[config.mk]
export PLATFORM = sky130hd
export DESIGN_NAME = sorted_priority_queue
export DESIGN_NICKNAME = d
export VERILOG_FILES = /design/src/spq_pkg.sv /design/src/spq_cell.sv /design/src/sorted_priority_queue.sv
export SDC_FILE = /design/constraint.sdc
export NUM_CORES = 1
export LEC_CHECK = 0
export ABC_AREA = 1
export BUFFER_PORTS_ARGS = -buffer_cell sky130_fd_sc_hd__buf_2
export CAP_MARGIN = 0
export CORE_ASPECT_RATIO = 1.75
export CORE_MARGIN = 2
export CORE_UTILIZATION = 64
export DETAILED_ROUTE_END_ITERATION = 8
export PLACE_DENSITY = 0.83
export SLEW_MARGIN = 30
export SYNTH_ARGS = -nofsm -noshare
export SYNTH_HDL_FRONTEND = slang
export SYNTH_SLANG_ARGS = --single-unit
[constraint.sdc]
create_clock -name clk -period 3.65 [get_ports clk]
set_input_delay 0.5475 -clock clk [delete_from_list [all_inputs] [get_ports clk]]
set_output_delay 0.5475 -clock clk [all_outputs]
set_load 0.02 [all_outputs]
[src/spq_pkg.sv]
`timescale 1ns / 1ps
// Shared types and constants for the sorted priority queue.
// No dependencies; imported by every module of the block.
package spq_pkg;

	localparam int DEPTH = 16;
	localparam int CNT_W = $clog2(DEPTH + 1);
	localparam int OCC_W = 5;
	localparam int ID_W  = 16;
	localparam int LVL_W = 8;

	typedef enum logic [1:0] {
		ST_INSERTED = 2'd0,
		ST_POPPED   = 2'd1,
		ST_EMPTY    = 2'd2,
		ST_FULL     = 2'd3
	} status_t;

	typedef enum logic {
		REQ_INSERT = 1'b0,
		REQ_POP    = 1'b1
	} req_kind_t;

	typedef struct packed {
		logic [ID_W-1:0]  id;
		logic [LVL_W-1:0] level;
	} entry_t;

	// broadcast to every cell in the chain
	typedef struct packed {
		logic   ins;
		logic   pop;
		entry_t ent;
	} cell_ctrl_t;

endpackage

[src/spq_cell.sv]
`timescale 1ns / 1ps
// One slot of the sorted chain: holds an entry and shifts toward head or tail.
// Depends on spq_pkg.
module spq_cell (
	input  logic               clk,
	input  spq_pkg::cell_ctrl_t ctrl,
	input  logic               occupied,
	input  logic               prev_keep,
	input  spq_pkg::entry_t    prev_ent,
	input  spq_pkg::entry_t    next_ent,
	output logic               keep,
	output spq_pkg::entry_t    ent_q
);
	import spq_pkg::*;

	// stays put on insert: occupied and not outranked (ties go behind)
	assign keep = occupied && (ent_q.level >= ctrl.ent.level);

	always_ff @(posedge clk) begin
		if (ctrl.ins) begin
			if (!keep) begin
				ent_q <= prev_keep ? ctrl.ent : prev_ent;
			end
		end else if (ctrl.pop) begin
			ent_q <= next_ent;
		end
	end

endmodule

[src/sorted_priority_queue.sv]
`timescale 1ns / 1ps
// Sorted priority queue built as a chain of DEPTH compare-and-shift cells.
// The response is registered and appears in the cycle after the request is accepted.
// Throughput: one request per cycle while req_stall is low; the cells finish insert or pop on the accepting edge.
// A waiting response that is stalled holds off the next request (req_stall).
// Reset (arst_n low) empties the queue and drops any pending response.
module sorted_priority_queue (
	input  logic                    clk,
	input  logic                    arst_n,
	input  logic                    req_valid,
	output logic                    req_stall,
	input  logic                    req_type,
	input  logic [spq_pkg::ID_W-1:0]  entry_id,
	input  logic [spq_pkg::LVL_W-1:0] entry_level,
	output logic                    rsp_valid,
	input  logic                    rsp_stall,
	output logic [1:0]              status,
	output logic [spq_pkg::ID_W-1:0]  out_id,
	output logic [spq_pkg::LVL_W-1:0] out_level,
	output logic [spq_pkg::OCC_W-1:0] occupancy
);
	import spq_pkg::*;

	logic [CNT_W-1:0] count_q;
	logic [CNT_W-1:0] count_nxt;
	logic             accept;
	logic             full;
	logic             empty;
	cell_ctrl_t       ctrl;
	status_t          status_nxt;
	status_t          status_q;
	entry_t           rsp_ent_q;
	entry_t           rsp_ent_nxt;
	logic [OCC_W-1:0] occ_q;
	logic             rsp_valid_q;

	entry_t           ent   [DEPTH];
	logic             keep  [DEPTH];
	logic [DEPTH-1:0] occupied;

	// a response waiting on a stalled consumer blocks new requests
	assign req_stall = rsp_valid_q && rsp_stall;
	assign accept    = req_valid && !req_stall;
	assign full      = (count_q == CNT_W'(DEPTH));
	assign empty     = (count_q == '0);

	// broadcast control: the new entry and which shift to perform
	always_comb begin
		ctrl.ent.id    = entry_id;
		ctrl.ent.level = entry_level;
		ctrl.ins       = accept && (req_type == REQ_INSERT) && !full;
		ctrl.pop       = accept && (req_type == REQ_POP) && !empty;
	end

	// response fields and next fill count
	always_comb begin
		count_nxt   = count_q;
		rsp_ent_nxt = '0;
		priority if (req_type == REQ_INSERT) begin
			if (full) begin
				status_nxt = ST_FULL;
			end else begin
				status_nxt = ST_INSERTED;
				count_nxt  = count_q + 1'b1;
			end
		end else begin
			if (empty) begin
				status_nxt = ST_EMPTY;
			end else begin
				status_nxt  = ST_POPPED;
				rsp_ent_nxt = ent[0];
				count_nxt   = count_q - 1'b1;
			end
		end
	end

	// chain of cells; slot 0 is the head
	for (genvar i = 0; i < DEPTH; i++) begin : g_cell
		entry_t prev_ent;
		entry_t next_ent;
		logic   prev_keep;

		assign occupied[i] = (count_q > CNT_W'(i));

		if (i == 0) begin : g_head
			assign prev_ent  = ctrl.ent;
			assign prev_keep = 1'b1;
		end else begin : g_body
			assign prev_ent  = ent[i-1];
			assign prev_keep = keep[i-1];
		end

		if (i == DEPTH - 1) begin : g_tail
			assign next_ent = ent[i];
		end else begin : g_inner
			assign next_ent = ent[i+1];
		end

		spq_cell u_cell (
			.clk       (clk),
			.ctrl      (ctrl),
			.occupied  (occupied[i]),
			.prev_keep (prev_keep),
			.prev_ent  (prev_ent),
			.next_ent  (next_ent),
			.keep      (keep[i]),
			.ent_q     (ent[i])
		);
	end

	// control state
	always_ff @(posedge clk or negedge arst_n) begin
		if (!arst_n) begin
			count_q     <= '0;
			rsp_valid_q <= 1'b0;
		end else begin
			if (accept) begin
				count_q     <= count_nxt;
				rsp_valid_q <= 1'b1;
			end else if (!rsp_stall) begin
				rsp_valid_q <= 1'b0;
			end
		end
	end

	// response payload, loaded only on an accepted request
	always_ff @(posedge clk) begin
		if (accept) begin
			status_q  <= status_nxt;
			rsp_ent_q <= rsp_ent_nxt;
			occ_q     <= OCC_W'(count_nxt);
		end
	end

	assign rsp_valid = rsp_valid_q;
	assign status    = status_q;
	assign out_id    = rsp_ent_q.id;
	assign out_level = rsp_ent_q.level;
	assign occupancy = occ_q;

endmodule

# ---- Word-level counts from Yosys, hierarchy flattened
# Cells that the tools add are included.
dict set report word_totals {
  mem_bits_rw 0
  latchBits 0
  inputBits 29
  rom_bits 0
  word_cells 203
  memories 0
  out_inout_bits 33
  regBits 421
}
dict set report classes {
  magnitude_cmp 32
  n_reduce_logical 44
  n_mux 68
  addsub 2
  n_shift 0
  div 0
  mul 0
  n_eq_ne 17
  bitwise 2
}
# cell n
set ops {}
lappend ops {{$mux W24} 60}
lappend ops {{$ge A8 B8 Y1} 16}
lappend ops {{$gt A5 B4 Y1 const B} 8}
lappend ops {{$reduce_and A2 Y1} 16}
lappend ops {{$ne A2 B2 Y1 const B} 15}
lappend ops {{$logic_and A1 B1 Y1} 22}
lappend ops {{$gt A5 B3 Y1 const B} 4}
lappend ops {{$mux W5} 3}
lappend ops {{$gt A5 B1 Y1 const B} 2}
lappend ops {{$gt A5 B2 Y1 const B} 2}
lappend ops {{$mux W2} 3}
lappend ops {{$add A5 B1 Y5 const B} 1}
lappend ops {{$eq A5 B5 Y1 const B} 1}
lappend ops {{$logic_not A5 Y1} 1}
lappend ops {{$sub A5 B1 Y5 const B} 1}
lappend ops {{$logic_not A1 Y1} 3}
lappend ops {{$mux W1} 2}
lappend ops {{$ne A2 B1 Y1 const B} 1}
lappend ops {{$not A1 Y1} 2}
lappend ops {{$reduce_bool A2 Y1} 1}
lappend ops {{$reduce_or A2 Y1} 1}

# ---- Depth between registers and ports, before layout
dict set report depth {
  depth_word 7
  mapped_depth 15
  depth_no_buf 14
}

# ---- Hierarchy
# From an unflattened synthesis, not the netlist that was laid out.
dict set report unflattened {
  cells_unflattened 2920
  area_unflattened_um2 25196.7
}
# module instances cells_per_inst area_per_inst_um2 seq_area_each_um2
set modules_own_cells {}
lappend modules_own_cells {spq_cell 16 170 1457.6 720.7}
lappend modules_own_cells {sorted_priority_queue 1 200 1874.3 1081.0}

# ---- Worst setup path after synthesis
# Ideal clock, no wire load.
dict set report synth_timing {
  path_kind {input-to-reg}
  from {in entry_level[5] (netlist bit)}
  to {reg g_cell[15].u_cell.ent_q[0] (netlist bit) (enable)}
  n_path_buf 0
  stages 7
  required_ns 3.237
  slack_ns 0.512
  setup_time_ns 0.413
  arrival_time_ns 2.725
  path_cell_list {inv_1 -> ha_1 -> a21oi_1 -> nor3_1 -> nor2_1 -> nand4_1 -> a21oi_1}
}
dict set report synth_between {
  elab_chain_len 4
}
# item line_no
set synth_rtl {}
lappend synth_rtl {{start: declaration} sorted_priority_queue.sv:14} ;# input logic [spq_pkg::LVL_W-1:0] entry_level,
lappend synth_rtl {{$ge A8 B8 Y1} spq_cell.sv:17} ;# assign keep = occupied && (ent_q.level >= ctrl.ent.level);
lappend synth_rtl {{$logic_and A1 B1 Y1} spq_cell.sv:17}
lappend synth_rtl {{$not A1 Y1 (no line)} -}
lappend synth_rtl {{$reduce_and A2 Y1 (no line)} -}
lappend synth_rtl {{end signal: assignment} spq_cell.sv:22} ;# ent_q <= prev_keep ? ctrl.ent : prev_ent;
lappend synth_rtl {{end signal: assignment} spq_cell.sv:25} ;# ent_q <= next_ent;
lappend synth_rtl {{end: declaration} spq_cell.sv:12} ;# output spq_pkg::entry_t ent_q
# No other way between the ends.
# A chain may end at the register's enable or synchronous reset.

# ---- Final worst setup path
dict set report layout_timing {
  from {reg count_q[0]}
  to {reg g_cell[1].u_cell.ent_q[23] (netlist bit) (enable)}
}
dict set report layout_between {
  elab_chain_len 5
}
# item line_no
set layout_rtl {}
lappend layout_rtl {{start: declaration} sorted_priority_queue.sv:24} ;# logic [CNT_W-1:0] count_q;
lappend layout_rtl {{start signal: assignment} sorted_priority_queue.sv:118} ;# count_q <= count_nxt;
lappend layout_rtl {{parallel branches: the longest is 4 deep, another holds $gt A5 B1 Y1} -}
lappend layout_rtl {{$reduce_and A2 Y1 (no line) *} -}
lappend layout_rtl {{end signal: assignment} spq_cell.sv:22}
lappend layout_rtl {{end signal: assignment} spq_cell.sv:25}
lappend layout_rtl {{end: declaration} spq_cell.sv:12}
# Every way passes the cells marked *.

==> impl_metrics.ini <==
[run_status]
status = completed

[critical_path]
slowest_delay_ps = 510
path_max_fanout = 28
cp.arrival_ps = 3140
crit_family = buffers and inverters
endpoint_kind = flip-flop
worstPathRequired_ps = 3860
critPathSlowestCell = dfrtp_1
cp-start-kind = flip-flop
critical_path_class = reg -> reg
critPathBufInv = 5
crit_chain = inv_1 > ha_1 > inv_1 > nor2_4 > nand2_1 > nand2_4 > inv_1 > nand2_1 > buf_4 > nand2_1 > buf_4

[clock_network]
cts-resized-gates = 0
clock_latency_ps = 570
cts_htree_levels = 2
cts_tree = built
cts_hold_buf = 1
root_buffer = clkbuf_16
cts.sinks = 421
clockBufferDepth = 3
clk_pin_slew_worst_paths_ps = 60
numCtsBuffers = 40
post_cts_buffers = 0

[job]
drv_cap = 0

[sta]
grt_setup_unrepaired = false
worst_pin_slew_ps = 763
fin_tns_setup_ps = 0
timing.slew.headroom = 0.491
fmax_mhz = 341
period_share = 0.803
setup_viol = 0
report.final.slew_viol_count = 0
period_minus_slack_ps = 2930
clock_skew_ps = 23.3
hold_viol = 0
hold_slack_ps = 238

[hold_path]
hold_path_class = in -> reg

[yosys]
yosysWarnings = 0
syn_area_um2 = 25400
yosysUniqueCellTypes = 32
syn_avg_cell_area_um2 = 7.69
ys_ff_latch = 421
syn_inst = 3300
postSynthNetCount = 3463
seq_area_frac_synth = 0.497

[route]
vias_per_cell = 5.39
ant_nets = 0
drc_errors = 0
drt_wl_total_um = 63800
dr.pass1.iters = 6
wl_per_cell_um = 16.6
vias = 20800
drt_first_iter_violations = 1794

[cells_and_area]
seq_area_um2 = 12600
finalNetCount = 3496
fill_cells = 3135
syn2layout_area_growth_pct = 7.71
diodes = 0
multiInputGateArea_um2 = 10400
drive_gt1_frac = 0.0696

[die]
start_util = 0.648
std_cell_rows = 96
chipHeight_um = 267
ios = 62
dieWidth_um = 155
die_area_um2 = 41300
core_um2 = 39200

[grt]
gr-total-overflow = 0
grt_pass1_vias = 20800
grt_max_degree = 228
grt.total_usage = 0.314
grt_antenna_before_repair = 0
grt_first_pass_wirelength_um = 104000

[power_and_ir_drop]
p_per_area_nw_per_um2 = 652
leakage_nw = 15.8
irDropWorstVdd_uv = 410
power_mw = 17.8

[place]
dp_hpwl_um = 45100
port_buffers = 61
gp_congestion = 0.920
[where the power goes]
part	switching [mW]	internal (mW)	leakage, nW
logic	4.08	1.89	11.2
clock network	1.89	2.31	0.621
registers	0.663	6.98	4.00
total	6.63	11.2	15.8
[per-layer routing]
| layer | GRT usage | up-vias | share of wire |
|---|---|---|---|
| met4 | 0.164 | 0 | 0.052 |
| met3 | 0.0392 | 232 | 0.061 |
| met2 | 0.564 | 856 | 0.51 |
| met1 | 0.366 | 9506 | 0.38 |
| li1 | - | 10200 | - |
| met5 | 0 | - | 0 |
[synthesized netlist by cell type, drive strengths merged]
cell | count | share of area
xnor2 | 2 | 0.00069
o21a | 15 | 0.0044
clkbuf | 55 | 0.0081
dfrtp | 6 | 0.0059
a21oi | 38 | 0.0075
inv | 423 | 0.063
o31ai | 2 | 0.00059
edfxtp | 415 | 0.49
o21ai | 40 | 0.0080
xor2 | 3 | 0.0010
nor3 | 2 | 0.00039
buf | 80 | 0.024
nand4 | 4 | 0.00099
nand2 | 1971 | 0.30
a21o | 1 | 0.00030
ha | 134 | 0.066
o22ai | 2 | 0.00049
a31oi | 1 | 0.00025
nor2 | 64 | 0.010
nand3 | 42 | 0.0083
[layout make-up]
class / count / area share
Clock buffer: 47 / 0.0376
Clock inverter: 26 / 0.00893
Inverter: 423 / 0.0584
Multi-Input combinational cell: 2321 / 0.379
Sequential cell: 421 / 0.461
Tap cell: 490 / 0.0224
Timing Repair Buffer: 126 / 0.0323
[metrics by stage]
| stage | instances | worst slack [ps] | util | instance area (um^2) |
|---|---|---|---|---|
| detailed placement | 3779 | 792 | 0.665 | 26000 |
| global placement | 3779 | 817 | 0.665 | 26000 |
| global route | 3854 | 622 | 0.698 | 27300 |
| finish | 3854 | 721 | 0.698 | 27300 |
| CTS | 3853 | 762 | 0.697 | 27300 |
| floorplan | 3300 | 512 | - | 25400 |
[worst min-delay path, cell delays in order]
cell	delay [ps]
buf_2	70
nand2_1	70
nand2_1	70
[cells in the final DEF (no fill, tap or decap), drive strengths merged]
master / count
inv: 424
clkinv: 19
dlygate4sd3: 1
clkbuf: 47
edfxtp: 415
clkinvlp: 2
a21o: 1
xor2: 3
buf: 125
a21oi: 38
nand2: 1971
o31ai: 2
nand3: 42
nor2: 64
a31oi: 1
nand4: 4
dfrtp: 6
o21ai: 40
o21a: 15
o22ai: 2
ha: 134
bufinv: 4
nor3: 2
xnor2: 2
[flip-flops by register name, indices dropped and copies added (netlist names)]
name	count
out_level	8
occupancy	5
rsp_valid	1
g_cell.u_cell.ent_q	384
count_q	5
out_id	16
status	2
[cells by family after synthesis]
kind of cell / Yosys count / synth area share
buffers and inverters: 558 / 0.0953
XOR/XNOR: 5 / 0.00173
adder cells (fa/ha/maj): 134 / 0.0661
AND/OR/NAND/NOR: 2083 / 0.318
AO/OA/AOI/OAI: 99 / 0.0216
flip-flops: 421 / 0.497
[path summary, 6_finish.rpt]
kind | from | endpoint | slack, ps | depth (start not counted)
max | count_q[0] | g_cell[1].u_cell.ent_q[23] | 720 | 11
min reg2reg | g_cell[15].u_cell.ent_q[14] | g_cell[14].u_cell.ent_q[14] | 530 | 2
max in group asynchronous | arst_n | count_q[1] | 3140 | 2
min | rsp_stall | rsp_valid | 240 | 3
min in group asynchronous | arst_n | count_q[2] | 350 | 2
max reg2reg | count_q[0] | g_cell[1].u_cell.ent_q[23] | 720 | 11
Note: power is estimated with default switching activity, not from simulation.
